===== config.mk =====
export PLATFORM = sky130hd
export DESIGN_NAME = fade_switch_envelope_core_flat
export DESIGN_NICKNAME = d
export VERILOG_FILES = /design/src/fse_pkg.sv /design/src/fse_if.sv /design/src/fade_switch_envelope_core.sv /design/src/flat_wrapper.sv
export SDC_FILE = /design/constraint.sdc
export NUM_CORES = 2
export LEC_CHECK = 0
export ABC_AREA = 1
export ABC_CLOCK_PERIOD_IN_PS = 8700
export BUFFER_PORTS_ARGS = -buffer_cell sky130_fd_sc_hd__buf_2
export CAP_MARGIN = 40
export CELL_PAD_IN_SITES_DETAIL_PLACEMENT = 1
export CELL_PAD_IN_SITES_GLOBAL_PLACEMENT = 1
export CORE_MARGIN = 1.5
export CORE_UTILIZATION = 50
export CTS_BUF_LIST = sky130_fd_sc_hd__clkbuf_4
export DETAILED_ROUTE_END_ITERATION = 10
export GPL_TIMING_DRIVEN = 0
export PLACE_DENSITY = 0.93
export SYNTH_ARGS = -nofsm -noshare
export SYNTH_HDL_FRONTEND = slang
export SYNTH_SLANG_ARGS = --single-unit

===== constraint.sdc =====
create_clock -name clk_i -period 8.7 [get_ports clk_i]
set_input_delay 1.74 -clock clk_i [delete_from_list [all_inputs] [get_ports clk_i]]
set_output_delay 1.74 -clock clk_i [all_outputs]
set_load 0.02 [all_outputs]

===== src/fse_pkg.sv =====
// shared constants, types and codes for the fade switch envelope
package fse_pkg;

  // field and counter widths
  localparam int TIME_BITS       = 24;
  localparam int LEVEL_FRAC_BITS = 16;
  localparam int ELAPSED_W       = 20;
  localparam int LEVEL_W         = LEVEL_FRAC_BITS + 1;
  localparam int CNT_W           = ((TIME_BITS > ELAPSED_W) ? TIME_BITS : ELAPSED_W) + 2;

  // serial divider sizing: quotient bits, multiplier operand and numerator widths
  localparam int QUOT_W = (TIME_BITS > LEVEL_FRAC_BITS) ? TIME_BITS : LEVEL_FRAC_BITS;
  localparam int MULB_W = (TIME_BITS > LEVEL_FRAC_BITS) ? TIME_BITS : LEVEL_FRAC_BITS + 1;
  localparam int PROD_W = TIME_BITS + MULB_W;
  localparam int NUM_W  = TIME_BITS + QUOT_W;
  localparam int ITER_W = $clog2(QUOT_W);

  // configuration port
  localparam int CFG_IDX_W = 2;

  localparam logic [TIME_BITS-1:0] RISE_TIME_RESET   = TIME_BITS'(250000);
  localparam logic [TIME_BITS-1:0] FALL_TIME_RESET   = TIME_BITS'(250000);
  localparam logic [TIME_BITS-1:0] MIN_SUSTAIN_RESET = '0;

  localparam logic [LEVEL_W-1:0] LEVEL_FULL = LEVEL_W'(1) << LEVEL_FRAC_BITS;

  typedef enum logic [CFG_IDX_W-1:0] {
    CFG_RISE_TIME,
    CFG_FALL_TIME,
    CFG_MIN_SUSTAIN,
    CFG_BLINK_MODE
  } cfg_idx_e;

  typedef enum logic [1:0] {
    PH_OFF,
    PH_RISE,
    PH_HELD,
    PH_FALL
  } phase_e;

  typedef enum logic [2:0] {
    ST_IDLE,
    ST_UPDATE,
    ST_MUL,
    ST_DIV,
    ST_LEVEL,
    ST_DONE
  } seq_state_e;

endpackage


===== src/fse_if.sv =====
// request channel interfaces: tick input, level output and register writes

// tick request: elapsed time and enable
interface fse_in_if import fse_pkg::*; ();
  logic                 valid;
  logic                 ready;
  logic [ELAPSED_W-1:0] elapsed;
  logic                 enable;

  modport source (output valid, output elapsed, output enable, input ready);
  modport sink   (input valid, input elapsed, input enable, output ready);
endinterface

// result request: level and phase
interface fse_out_if import fse_pkg::*; ();
  logic               valid;
  logic               ready;
  logic [LEVEL_W-1:0] level;
  logic [1:0]         phase_out;

  modport source (output valid, output level, output phase_out, input ready);
  modport sink   (input valid, input level, input phase_out, output ready);
endinterface

// register write request
interface fse_cfg_if import fse_pkg::*; ();
  logic                 valid;
  logic                 ready;
  logic [CFG_IDX_W-1:0] index;
  logic [TIME_BITS-1:0] data;

  modport source (output valid, output index, output data, input ready);
  modport sink   (input valid, input index, input data, output ready);
endinterface


===== src/fade_switch_envelope_core.sv =====
// fade switch envelope: attack / sustain / release level per tick
//
// One tick request (elapsed microseconds, enable) moves the envelope through off, rising,
// held and fading, and yields one result request holding the level in Q1.16 (65536 is
// full) and the phase. The block handles one tick at a time: in_i.ready is high only
// while the sequencer is idle. A tick passes an update step, a counter rescale when a
// reversal needs one, a level step, a level division when the level lies strictly inside
// a ramp, and a final step that hands the result to the output register once it is free.
// Each rescale or level division is one pass through a single shared 24x24 multiplier
// followed by a restoring divider that retires one quotient bit per cycle; both the
// level and the rescale use that same unit. A finished result sits in the output
// register while the next tick is accepted. Register writes are taken at any time
// (cfg_i.ready is always high) but should only be made while the block is idle. A ramp
// whose duration is zero reads as level zero.
module fade_switch_envelope_core import fse_pkg::*; (
  input  logic      clk_i,
  input  logic      rst_ni,
  fse_cfg_if.sink   cfg_i,
  fse_in_if.sink    in_i,
  fse_out_if.source out_o
);

  // configuration registers
  logic [TIME_BITS-1:0] rise_q, rise_d;
  logic [TIME_BITS-1:0] fall_q, fall_d;
  logic [TIME_BITS-1:0] sust_q, sust_d;
  logic                 blink_q, blink_d;

  // sequencer and envelope state
  seq_state_e              state_q, state_d;
  phase_e                  phase_q, phase_d;
  logic signed [CNT_W-1:0] cnt_q, cnt_d;
  logic                    out_valid_q, out_valid_d;

  // datapath registers
  logic [ELAPSED_W-1:0] el_q, el_d;
  logic                 en_q, en_d;
  logic [TIME_BITS-1:0] mul_a_q, mul_a_d;
  logic [MULB_W-1:0]    mul_b_q, mul_b_d;
  logic [TIME_BITS-1:0] den_q, den_d;
  logic                 for_level_q, for_level_d;
  logic [TIME_BITS-1:0] rem_q, rem_d;
  logic [QUOT_W-1:0]    num_q, num_d;
  logic [QUOT_W-1:0]    quot_q, quot_d;
  logic [ITER_W-1:0]    iter_q, iter_d;
  logic [LEVEL_W-1:0]   lvl_q, lvl_d;
  logic [LEVEL_W-1:0]   out_level_q, out_level_d;
  phase_e               out_phase_q, out_phase_d;

  // handshake outputs
  assign cfg_i.ready     = 1'b1;
  assign in_i.ready      = (state_q == ST_IDLE);
  assign out_o.valid     = out_valid_q;
  assign out_o.level     = out_level_q;
  assign out_o.phase_out = out_phase_q;

  // sequencer, update rules and shared multiply / divide unit
  always_comb begin
    logic signed [CNT_W-1:0]  el_s;
    logic signed [CNT_W-1:0]  base;
    logic signed [CNT_W-1:0]  sum;
    logic signed [CNT_W-1:0]  rise_s;
    logic signed [CNT_W-1:0]  fall_s;
    logic signed [CNT_W-1:0]  sust_s;
    logic signed [CNT_W-1:0]  from_s;
    logic signed [CNT_W-1:0]  dur_s;
    logic [TIME_BITS-1:0]     from_t;
    logic [TIME_BITS-1:0]     to_t;
    logic [TIME_BITS-1:0]     dur_t;
    logic                     do_rescale;
    phase_e                   new_phase;
    logic [PROD_W-1:0]        prod;
    logic [NUM_W-1:0]         num_full;
    logic [TIME_BITS:0]       trial;
    logic [TIME_BITS:0]       diff;
    logic                     ge;

    rise_d      = rise_q;
    fall_d      = fall_q;
    sust_d      = sust_q;
    blink_d     = blink_q;
    state_d     = state_q;
    phase_d     = phase_q;
    cnt_d       = cnt_q;
    out_valid_d = out_valid_q;
    el_d        = el_q;
    en_d        = en_q;
    mul_a_d     = mul_a_q;
    mul_b_d     = mul_b_q;
    den_d       = den_q;
    for_level_d = for_level_q;
    rem_d       = rem_q;
    num_d       = num_q;
    quot_d      = quot_q;
    iter_d      = iter_q;
    lvl_d       = lvl_q;
    out_level_d = out_level_q;
    out_phase_d = out_phase_q;

    el_s   = CNT_W'(el_q);
    rise_s = CNT_W'(rise_q);
    fall_s = CNT_W'(fall_q);
    sust_s = CNT_W'(sust_q);
    base   = (phase_q == PH_OFF) ? '0 : cnt_q;
    sum    = ((phase_q == PH_OFF) || (phase_q == PH_RISE)) ? base + el_s : base - el_s;

    do_rescale = 1'b0;
    new_phase  = phase_q;
    from_t     = rise_q;
    to_t       = fall_q;
    from_s     = CNT_W'(from_t);
    dur_t      = (phase_q == PH_RISE) ? rise_q : fall_q;
    dur_s      = CNT_W'(dur_t);

    prod     = PROD_W'(mul_a_q) * PROD_W'(mul_b_q);
    num_full = prod[NUM_W-1:0];
    trial    = {rem_q, num_q[QUOT_W-1]};
    diff     = trial - {1'b0, den_q};
    ge       = (trial >= {1'b0, den_q});

    // register writes
    if (cfg_i.valid) begin
      unique case (cfg_idx_e'(cfg_i.index))
        CFG_RISE_TIME:   rise_d  = cfg_i.data;
        CFG_FALL_TIME:   fall_d  = cfg_i.data;
        CFG_MIN_SUSTAIN: sust_d  = cfg_i.data;
        CFG_BLINK_MODE:  blink_d = cfg_i.data[0];
        default:         ;
      endcase
    end

    // output register drains
    if (out_valid_q && out_o.ready) begin
      out_valid_d = 1'b0;
    end

    unique case (state_q)
      ST_IDLE: begin
        if (in_i.valid) begin
          el_d    = in_i.elapsed;
          en_d    = in_i.enable;
          state_d = ST_UPDATE;
        end
      end

      // phase transition and counter step
      ST_UPDATE: begin
        state_d = ST_LEVEL;
        unique case (phase_q)
          PH_OFF, PH_RISE: begin
            if ((phase_q == PH_RISE) && !en_q && !blink_q) begin
              do_rescale = 1'b1;
              new_phase  = PH_FALL;
              from_t     = rise_q;
              to_t       = fall_q;
            end else if (en_q || (phase_q == PH_RISE)) begin
              phase_d = PH_RISE;
              cnt_d   = sum;
              if (sum >= rise_s) begin
                cnt_d   = sust_s;
                phase_d = PH_HELD;
              end
            end
          end
          PH_HELD: begin
            if (en_q) begin
              if (cnt_q >= 0) begin
                cnt_d = sum;
              end
            end else begin
              cnt_d = sum;
              if (sum < 0) begin
                cnt_d   = fall_s;
                phase_d = PH_FALL;
              end
            end
          end
          PH_FALL: begin
            if (en_q) begin
              do_rescale = 1'b1;
              new_phase  = PH_RISE;
              from_t     = fall_q;
              to_t       = rise_q;
            end else begin
              cnt_d = sum;
              if (sum < 0) begin
                phase_d = PH_OFF;
              end
            end
          end
          default: ;
        endcase

        // reversal: clamp the counter and scale it by to / from
        if (do_rescale) begin
          from_s  = CNT_W'(from_t);
          phase_d = new_phase;
          if (from_t == '0) begin
            cnt_d = '0;
          end else begin
            if (cnt_q < 0) begin
              mul_a_d = '0;
            end else if (cnt_q > from_s) begin
              mul_a_d = from_t;
            end else begin
              mul_a_d = cnt_q[TIME_BITS-1:0];
            end
            mul_b_d     = MULB_W'(to_t);
            den_d       = from_t;
            for_level_d = 1'b0;
            state_d     = ST_MUL;
          end
        end
      end

      // level from phase and counter, saturating at both ends
      ST_LEVEL: begin
        state_d = ST_DONE;
        unique case (phase_q)
          PH_OFF:  lvl_d = '0;
          PH_HELD: lvl_d = LEVEL_FULL;
          default: begin
            if ((dur_t == '0) || (cnt_q <= 0)) begin
              lvl_d = '0;
            end else if (cnt_q >= dur_s) begin
              lvl_d = LEVEL_FULL;
            end else begin
              mul_a_d     = cnt_q[TIME_BITS-1:0];
              mul_b_d     = MULB_W'(LEVEL_FULL);
              den_d       = dur_t;
              for_level_d = 1'b1;
              state_d     = ST_MUL;
            end
          end
        endcase
      end

      // product loads the divider; its upper part is already below the divisor
      ST_MUL: begin
        rem_d   = num_full[NUM_W-1:QUOT_W];
        num_d   = num_full[QUOT_W-1:0];
        quot_d  = '0;
        iter_d  = '0;
        state_d = ST_DIV;
      end

      // one restoring division step per cycle
      ST_DIV: begin
        rem_d  = ge ? diff[TIME_BITS-1:0] : trial[TIME_BITS-1:0];
        num_d  = num_q << 1;
        quot_d = {quot_q[QUOT_W-2:0], ge};
        iter_d = iter_q + 1'b1;
        if (iter_q == ITER_W'(QUOT_W - 1)) begin
          if (for_level_q) begin
            lvl_d   = LEVEL_W'(quot_d);
            state_d = ST_DONE;
          end else begin
            cnt_d   = CNT_W'(quot_d);
            state_d = ST_LEVEL;
          end
        end
      end

      // hand the result to the output register once it is free
      ST_DONE: begin
        if (!out_valid_q || out_o.ready) begin
          out_valid_d = 1'b1;
          out_level_d = lvl_q;
          out_phase_d = phase_q;
          state_d     = ST_IDLE;
        end
      end

      default: state_d = ST_IDLE;
    endcase
  end

  // control and envelope state
  always_ff @(posedge clk_i or negedge rst_ni) begin
    if (!rst_ni) begin
      rise_q      <= RISE_TIME_RESET;
      fall_q      <= FALL_TIME_RESET;
      sust_q      <= MIN_SUSTAIN_RESET;
      blink_q     <= 1'b0;
      state_q     <= ST_IDLE;
      phase_q     <= PH_OFF;
      cnt_q       <= '0;
      out_valid_q <= 1'b0;
    end else begin
      rise_q      <= rise_d;
      fall_q      <= fall_d;
      sust_q      <= sust_d;
      blink_q     <= blink_d;
      state_q     <= state_d;
      phase_q     <= phase_d;
      cnt_q       <= cnt_d;
      out_valid_q <= out_valid_d;
    end
  end

  // payload and arithmetic registers
  always_ff @(posedge clk_i) begin
    el_q        <= el_d;
    en_q        <= en_d;
    mul_a_q     <= mul_a_d;
    mul_b_q     <= mul_b_d;
    den_q       <= den_d;
    for_level_q <= for_level_d;
    rem_q       <= rem_d;
    num_q       <= num_d;
    quot_q      <= quot_d;
    iter_q      <= iter_d;
    lvl_q       <= lvl_d;
    out_level_q <= out_level_d;
    out_phase_q <= out_phase_d;
  end

endmodule


===== src/flat_wrapper.sv =====
// flat-port wrapper written by rule: the top's interface ports become plain ports
module fade_switch_envelope_core_flat import fse_pkg::*;
  (clk_i, rst_ni, cfg_i_valid, cfg_i_index, cfg_i_data, cfg_i_ready, in_i_valid, in_i_elapsed, in_i_enable, in_i_ready, out_o_valid, out_o_level, out_o_phase_out, out_o_ready);
  fse_cfg_if cfg_i_i ();
  fse_in_if in_i_i ();
  fse_out_if out_o_i ();
  input  logic clk_i;
  input  logic rst_ni;
  input wire logic [$bits(cfg_i_i.valid)-1:0] cfg_i_valid;
  input wire logic [$bits(cfg_i_i.index)-1:0] cfg_i_index;
  input wire logic [$bits(cfg_i_i.data)-1:0] cfg_i_data;
  output wire logic [$bits(cfg_i_i.ready)-1:0] cfg_i_ready;
  input wire logic [$bits(in_i_i.valid)-1:0] in_i_valid;
  input wire logic [$bits(in_i_i.elapsed)-1:0] in_i_elapsed;
  input wire logic [$bits(in_i_i.enable)-1:0] in_i_enable;
  output wire logic [$bits(in_i_i.ready)-1:0] in_i_ready;
  output wire logic [$bits(out_o_i.valid)-1:0] out_o_valid;
  output wire logic [$bits(out_o_i.level)-1:0] out_o_level;
  output wire logic [$bits(out_o_i.phase_out)-1:0] out_o_phase_out;
  input wire logic [$bits(out_o_i.ready)-1:0] out_o_ready;
  assign cfg_i_i.valid = cfg_i_valid;
  assign cfg_i_i.index = cfg_i_index;
  assign cfg_i_i.data = cfg_i_data;
  assign cfg_i_ready = cfg_i_i.ready;
  assign in_i_i.valid = in_i_valid;
  assign in_i_i.elapsed = in_i_elapsed;
  assign in_i_i.enable = in_i_enable;
  assign in_i_ready = in_i_i.ready;
  assign out_o_valid = out_o_i.valid;
  assign out_o_level = out_o_i.level;
  assign out_o_phase_out = out_o_i.phase_out;
  assign out_o_i.ready = out_o_ready;
  fade_switch_envelope_core u_core (.clk_i(clk_i), .rst_ni(rst_ni), .cfg_i(cfg_i_i), .in_i(in_i_i), .out_o(out_o_i));
endmodule

==> load_flow_metrics.sql <==
INSERT INTO impl_metrics (metric_group, metric, value, unit) VALUES
('clock_network', 'clk_pin_slew_worst_paths', '70', 'ps'),
('grt', 'grt_first_pass_wirelength', '262000', 'um'),
('clock_network', 'clock_tree.buffer_depth', '3', ''),
('drt', 'drt_drc_violations_left', '0', ''),
('sta', 'worstMarginPinSlew', '985', 'ps'),
('sta', 'period_share', '97.3', '%'),
('critical_path', 'timing.critical_path.required', '9290', 'ps'),
('clock_network', 'clk-insertion-delay-late', '890', 'ps'),
('floorplan', 'die_boundary_width', '286', 'um'),
('job', 'max_cap_viols', '0', ''),
('logic_synthesis', 'synth_flop_type', 'sky130_fd_sc_hd__edfxtp_1', ''),
('clock_network', 'cts_hold_repair.buffers', '0', ''),
('clock_network', 'tritoncts.num_buffers', '89', ''),
('final_layout', 'layout.cells.most_common_list', '1,324 x sky130_fd_sc_hd__nand2_1, 1,228 x sky130_fd_sc_hd__inv_1, 484 x sky130_fd_sc_hd__fa_1', ''),
('clock_network', 'clkSinkCount', '311', ''),
('grt', 'grt_antenna_before_repair', '9', ''),
('min_path', 'type_of_the_tightest_min_delay_check', 'reg -> reg', ''),
('min_path', 'hold_path_stages', '0', ''),
('grt', 'grt_usage', '44.0', '%'),
('floorplan', 'chipHeight', '286', 'um'),
('grt', 'first_global_vias', '42000', ''),
('drt', 'avgRoutedWirePerCell', '27.2', 'um'),
('clock_network', 'cts_tree', 'built', ''),
('drt', 'via_count', '38500', ''),
('critical_path', 'critPathArrivalTime', '9060', 'ps'),
('floorplan', 'fp.dieArea', '81600', 'um2'),
('drt', 'drtAntennaViolNets', '0', ''),
('critical_path', 'crit_path_start_kind', 'register', ''),
('logic_synthesis', 'netlist-cell-type-count', '56', ''),
('placed_design', 'buffer_ports.inserted', '72', ''),
('sta', 'period_needed', '8470', 'ps'),
('sta', 'finalHoldViolCount', '0', ''),
('drt', 'vias_per_cell', '5.87', ''),
('final_layout', 'area_of_the_multi_input_gates', '25700', 'um2'),
('critical_path', 'worstPathMaxFanout', '10', ''),
('placed_design', 'gp_routability_congestion', '1.05', ''),
('sta', 'timing.setup.tns', '0', 'ps'),
('clock_network', 'clock_tree.htree_level_count', '3', ''),
('final_layout', 'drive_above_1_share', '6.07', '%'),
('final_layout', 'most_common_library_cell_in_the_layout_ignoring_fill_and_taps', 'sky130_fd_sc_hd__nand2_1', ''),
('sta', 'grt_setup_unrepaired', 'false', ''),
('logic_synthesis', 'synth-warning-count', '0', ''),
('clock_network', 'postCtsResizedCells', '0', ''),
('outcome', 'run_status', 'finished clean', ''),
('critical_path', 'r2r.worst_path.cells', '24', ''),
('logic_synthesis', 'synth.avg_cell_area', '7.63', 'um2'),
('logic_synthesis', 'synthesized_flop_and_latch_total', '311', ''),
('logic_synthesis', 'synth_async_sr_flop_share', '33.8', '%'),
('final_layout', 'nFillCells', '10100', ''),
('sta', 'finalClockSkew', '98.9', 'ps'),
('floorplan', 'ioPinCount', '74', ''),
('logic_synthesis', 'synthesis.instances', '5231', ''),
('sta', 'slew_violations', '0', ''),
('logic_synthesis', 'post_synthesis_cell_area', '39900', 'um2'),
('clock_network', 'cts_post_setup_buffers_inserted', '0', ''),
('clock_network', 'clock_root_buffer', 'sky130_fd_sc_hd__clkbuf_4', ''),
('drt', 'drt_pre_antenna_iters', '5', ''),
('sta', 'maxSlewHeadroom', '34.3', '%'),
('drt', 'first_iter_violations', '3250', ''),
('sta', 'max_freq', '0.118', 'GHz'),
('placed_design', 'dp_hpwl', '146000', 'um'),
('sta', 'finalSetupViolations', '0', ''),
('floorplan', 'coreArea', '79000', 'um2'),
('grt', 'grt_max_degree', '66', ''),
('logic_synthesis', 'postSynthNetCount', '6064', ''),
('floorplan', 'start_util', '50.6', '%'),
('logic_synthesis', 'yosysSeqAreaShare', '22.1', '%'),
('logic_synthesis', 'synth_edf_count', '206', ''),
('grt', 'gr_ovfl_total', '0', ''),
('critical_path', 'setup.worst_path.class', 'reg -> reg', ''),
('drt', 'totalWireLength', '178000', 'um'),
('final_layout', 'finalNetCount', '6263', ''),
('final_layout', 'synth_to_final_area_change', '8.27', '%'),
('floorplan', 'floorplan.rows', '103', ''),
('critical_path', 'setup.worst_path.end_class', 'register', ''),
('final_layout', 'ff_latch_area', '8830', 'um2');
## Yosys cell counts (all sizes together), types with 3 or more instances
master   count  area share, %
nand2b       3          0.047
a31oi       24           0.38
xnor2       38           0.83
a21boi      12           0.23
a21o        14           0.26
o2111ai      8           0.18
nor4         8           0.13
nand2     1329             13
nor2       322            3.0
clkbuf     172            1.6
buf         31           0.41
or2         22           0.34
nand4       36           0.56
o21bai      13           0.24
fa         484             24
o21a        21           0.39
inv       1235             12
a21oi      219            2.8
nand3      137            1.7
a211oi       4          0.075
o22ai       29           0.45
edfxtp     206             15
ha         297            9.3
o21ai      334            4.2
xor2        40           0.88
o211ai      13           0.24
dfstp       14           0.92
nor3        43           0.54
mux2i        8           0.20
dfrtp       91            5.7
## sequential cells by signal, summed over array words and instances, names as in the netlist
| register | cells |
|---|---|
| u_core.cnt_q | 26 |
| u_core.den_q | 24 |
| u_core.fall_q | 24 |
| u_core.mul_a_q | 24 |
| u_core.mul_b_q | 24 |
| u_core.num_q | 24 |
| u_core.rem_q | 24 |
| u_core.rise_q | 24 |
| u_core.sust_q | 24 |
| u_core.quot_q | 23 |
| u_core.el_q | 20 |
| u_core.lvl_q | 17 |
| u_core.out_o.level | 17 |
| u_core.iter_q | 5 |
| u_core.state_q | 3 |
| u_core.out_o.phase_out | 2 |
| u_core.phase_q | 2 |
| u_core.blink_q | 1 |
| u_core.en_q | 1 |
| u_core.for_level_q | 1 |
| u_core.out_o.valid | 1 |
## metrics by stage
step	util, %	hold WS [ps]	std cells	instance area [um2]	setup slack [ps]
floorplan	-	400	5231	39900	2240
global placement	52.7	406	6353	41600	608
detailed placement	53.1	409	6385	42000	407
CTS	54.7	426	6552	43200	441
global route	54.7	434	6558	43200	138
finish	54.7	414	6563	43200	231
## layout make-up
class                   instances  area share [%]
diodes                          7          0.0405
plain buffers                 203            1.88
clock buffers                 140            2.43
clock inverters                27           0.368
inverters                    1235            10.7
multi-input cells            3482            59.4
flip-flops and latches        311            20.4
well taps                    1050            3.04
repair buffers                108            1.71
## critical path, stage by stage, from the launching register on
cell and delay (ps):
sky130_fd_sc_hd__edfxtp_1 660, sky130_fd_sc_hd__clkbuf_1 790, sky130_fd_sc_hd__nand2_1 130, sky130_fd_sc_hd__inv_1 120, sky130_fd_sc_hd__fa_1 450, sky130_fd_sc_hd__fa_1 560
sky130_fd_sc_hd__inv_1 60, sky130_fd_sc_hd__fa_1 530, sky130_fd_sc_hd__inv_1 60, sky130_fd_sc_hd__fa_1 520, sky130_fd_sc_hd__fa_1 510, sky130_fd_sc_hd__fa_1 520
sky130_fd_sc_hd__inv_1 50, sky130_fd_sc_hd__fa_1 660, sky130_fd_sc_hd__inv_1 90, sky130_fd_sc_hd__ha_1 370, sky130_fd_sc_hd__a21oi_1 170, sky130_fd_sc_hd__inv_1 120
sky130_fd_sc_hd__a31oi_1 410, sky130_fd_sc_hd__nand2_1 140, sky130_fd_sc_hd__or2_2 380, sky130_fd_sc_hd__a21oi_1 390, sky130_fd_sc_hd__o21bai_1 130, sky130_fd_sc_hd__xnor2_1 280
sky130_fd_sc_hd__o22ai_1 140
## cells by family (layout without fill, tap and decap cells)
group | Yosys count | count (layout) | synth area share [%]
compound gates | 707 | 707 | 9.74
buf+inv | 1438 | 1713 | 13.6
fa+ha+maj | 781 | 781 | 33.6
simple gates | 1907 | 1907 | 19.0
xor+xnor | 78 | 78 | 1.71
flops | 311 | 311 | 22.1
mux | 8 | 8 | 0.201
other cells | 1 | 8 | 0.00939
## worst paths after layout
check,start,end,slack [ps]
max in group asynchronous,rst_ni,u_core.rise_q[7]$_DFFE_PN1P_,6910
max reg2reg,u_core.mul_b_q[1]$_SDFFCE_PP0P_,u_core.rem_q[6]$_DFFE_PP_,230
min reg2reg,u_core.lvl_q[10]$_SDFFCE_PN0P_,u_core.out_o.level[10]$_DFFE_PP_,410
min,u_core.lvl_q[10]$_SDFFCE_PN0P_,u_core.out_o.level[10]$_DFFE_PP_,410
max,u_core.mul_b_q[1]$_SDFFCE_PP0P_,u_core.rem_q[6]$_DFFE_PP_,230
min in group asynchronous,rst_ni,u_core.state_q[1]$_DFFE_PN0P_,900
## layer usage
| metal | share of wire, % | global-route usage (%) | vias up |
|---|---|---|---|
| li1 | - | - | 16500 |
| met1 | 33 | 46.5 | 18900 |
| met2 | 47 | 72.8 | 2116 |
| met3 | 7.8 | 9.57 | 1005 |
| met4 | 12 | 41.7 | 6 |
| met5 | 0.023 | 0 | - |
Power is not shown: default switching activity piles up to over one toggle a cycle in this logic, so the estimate is an artifact.
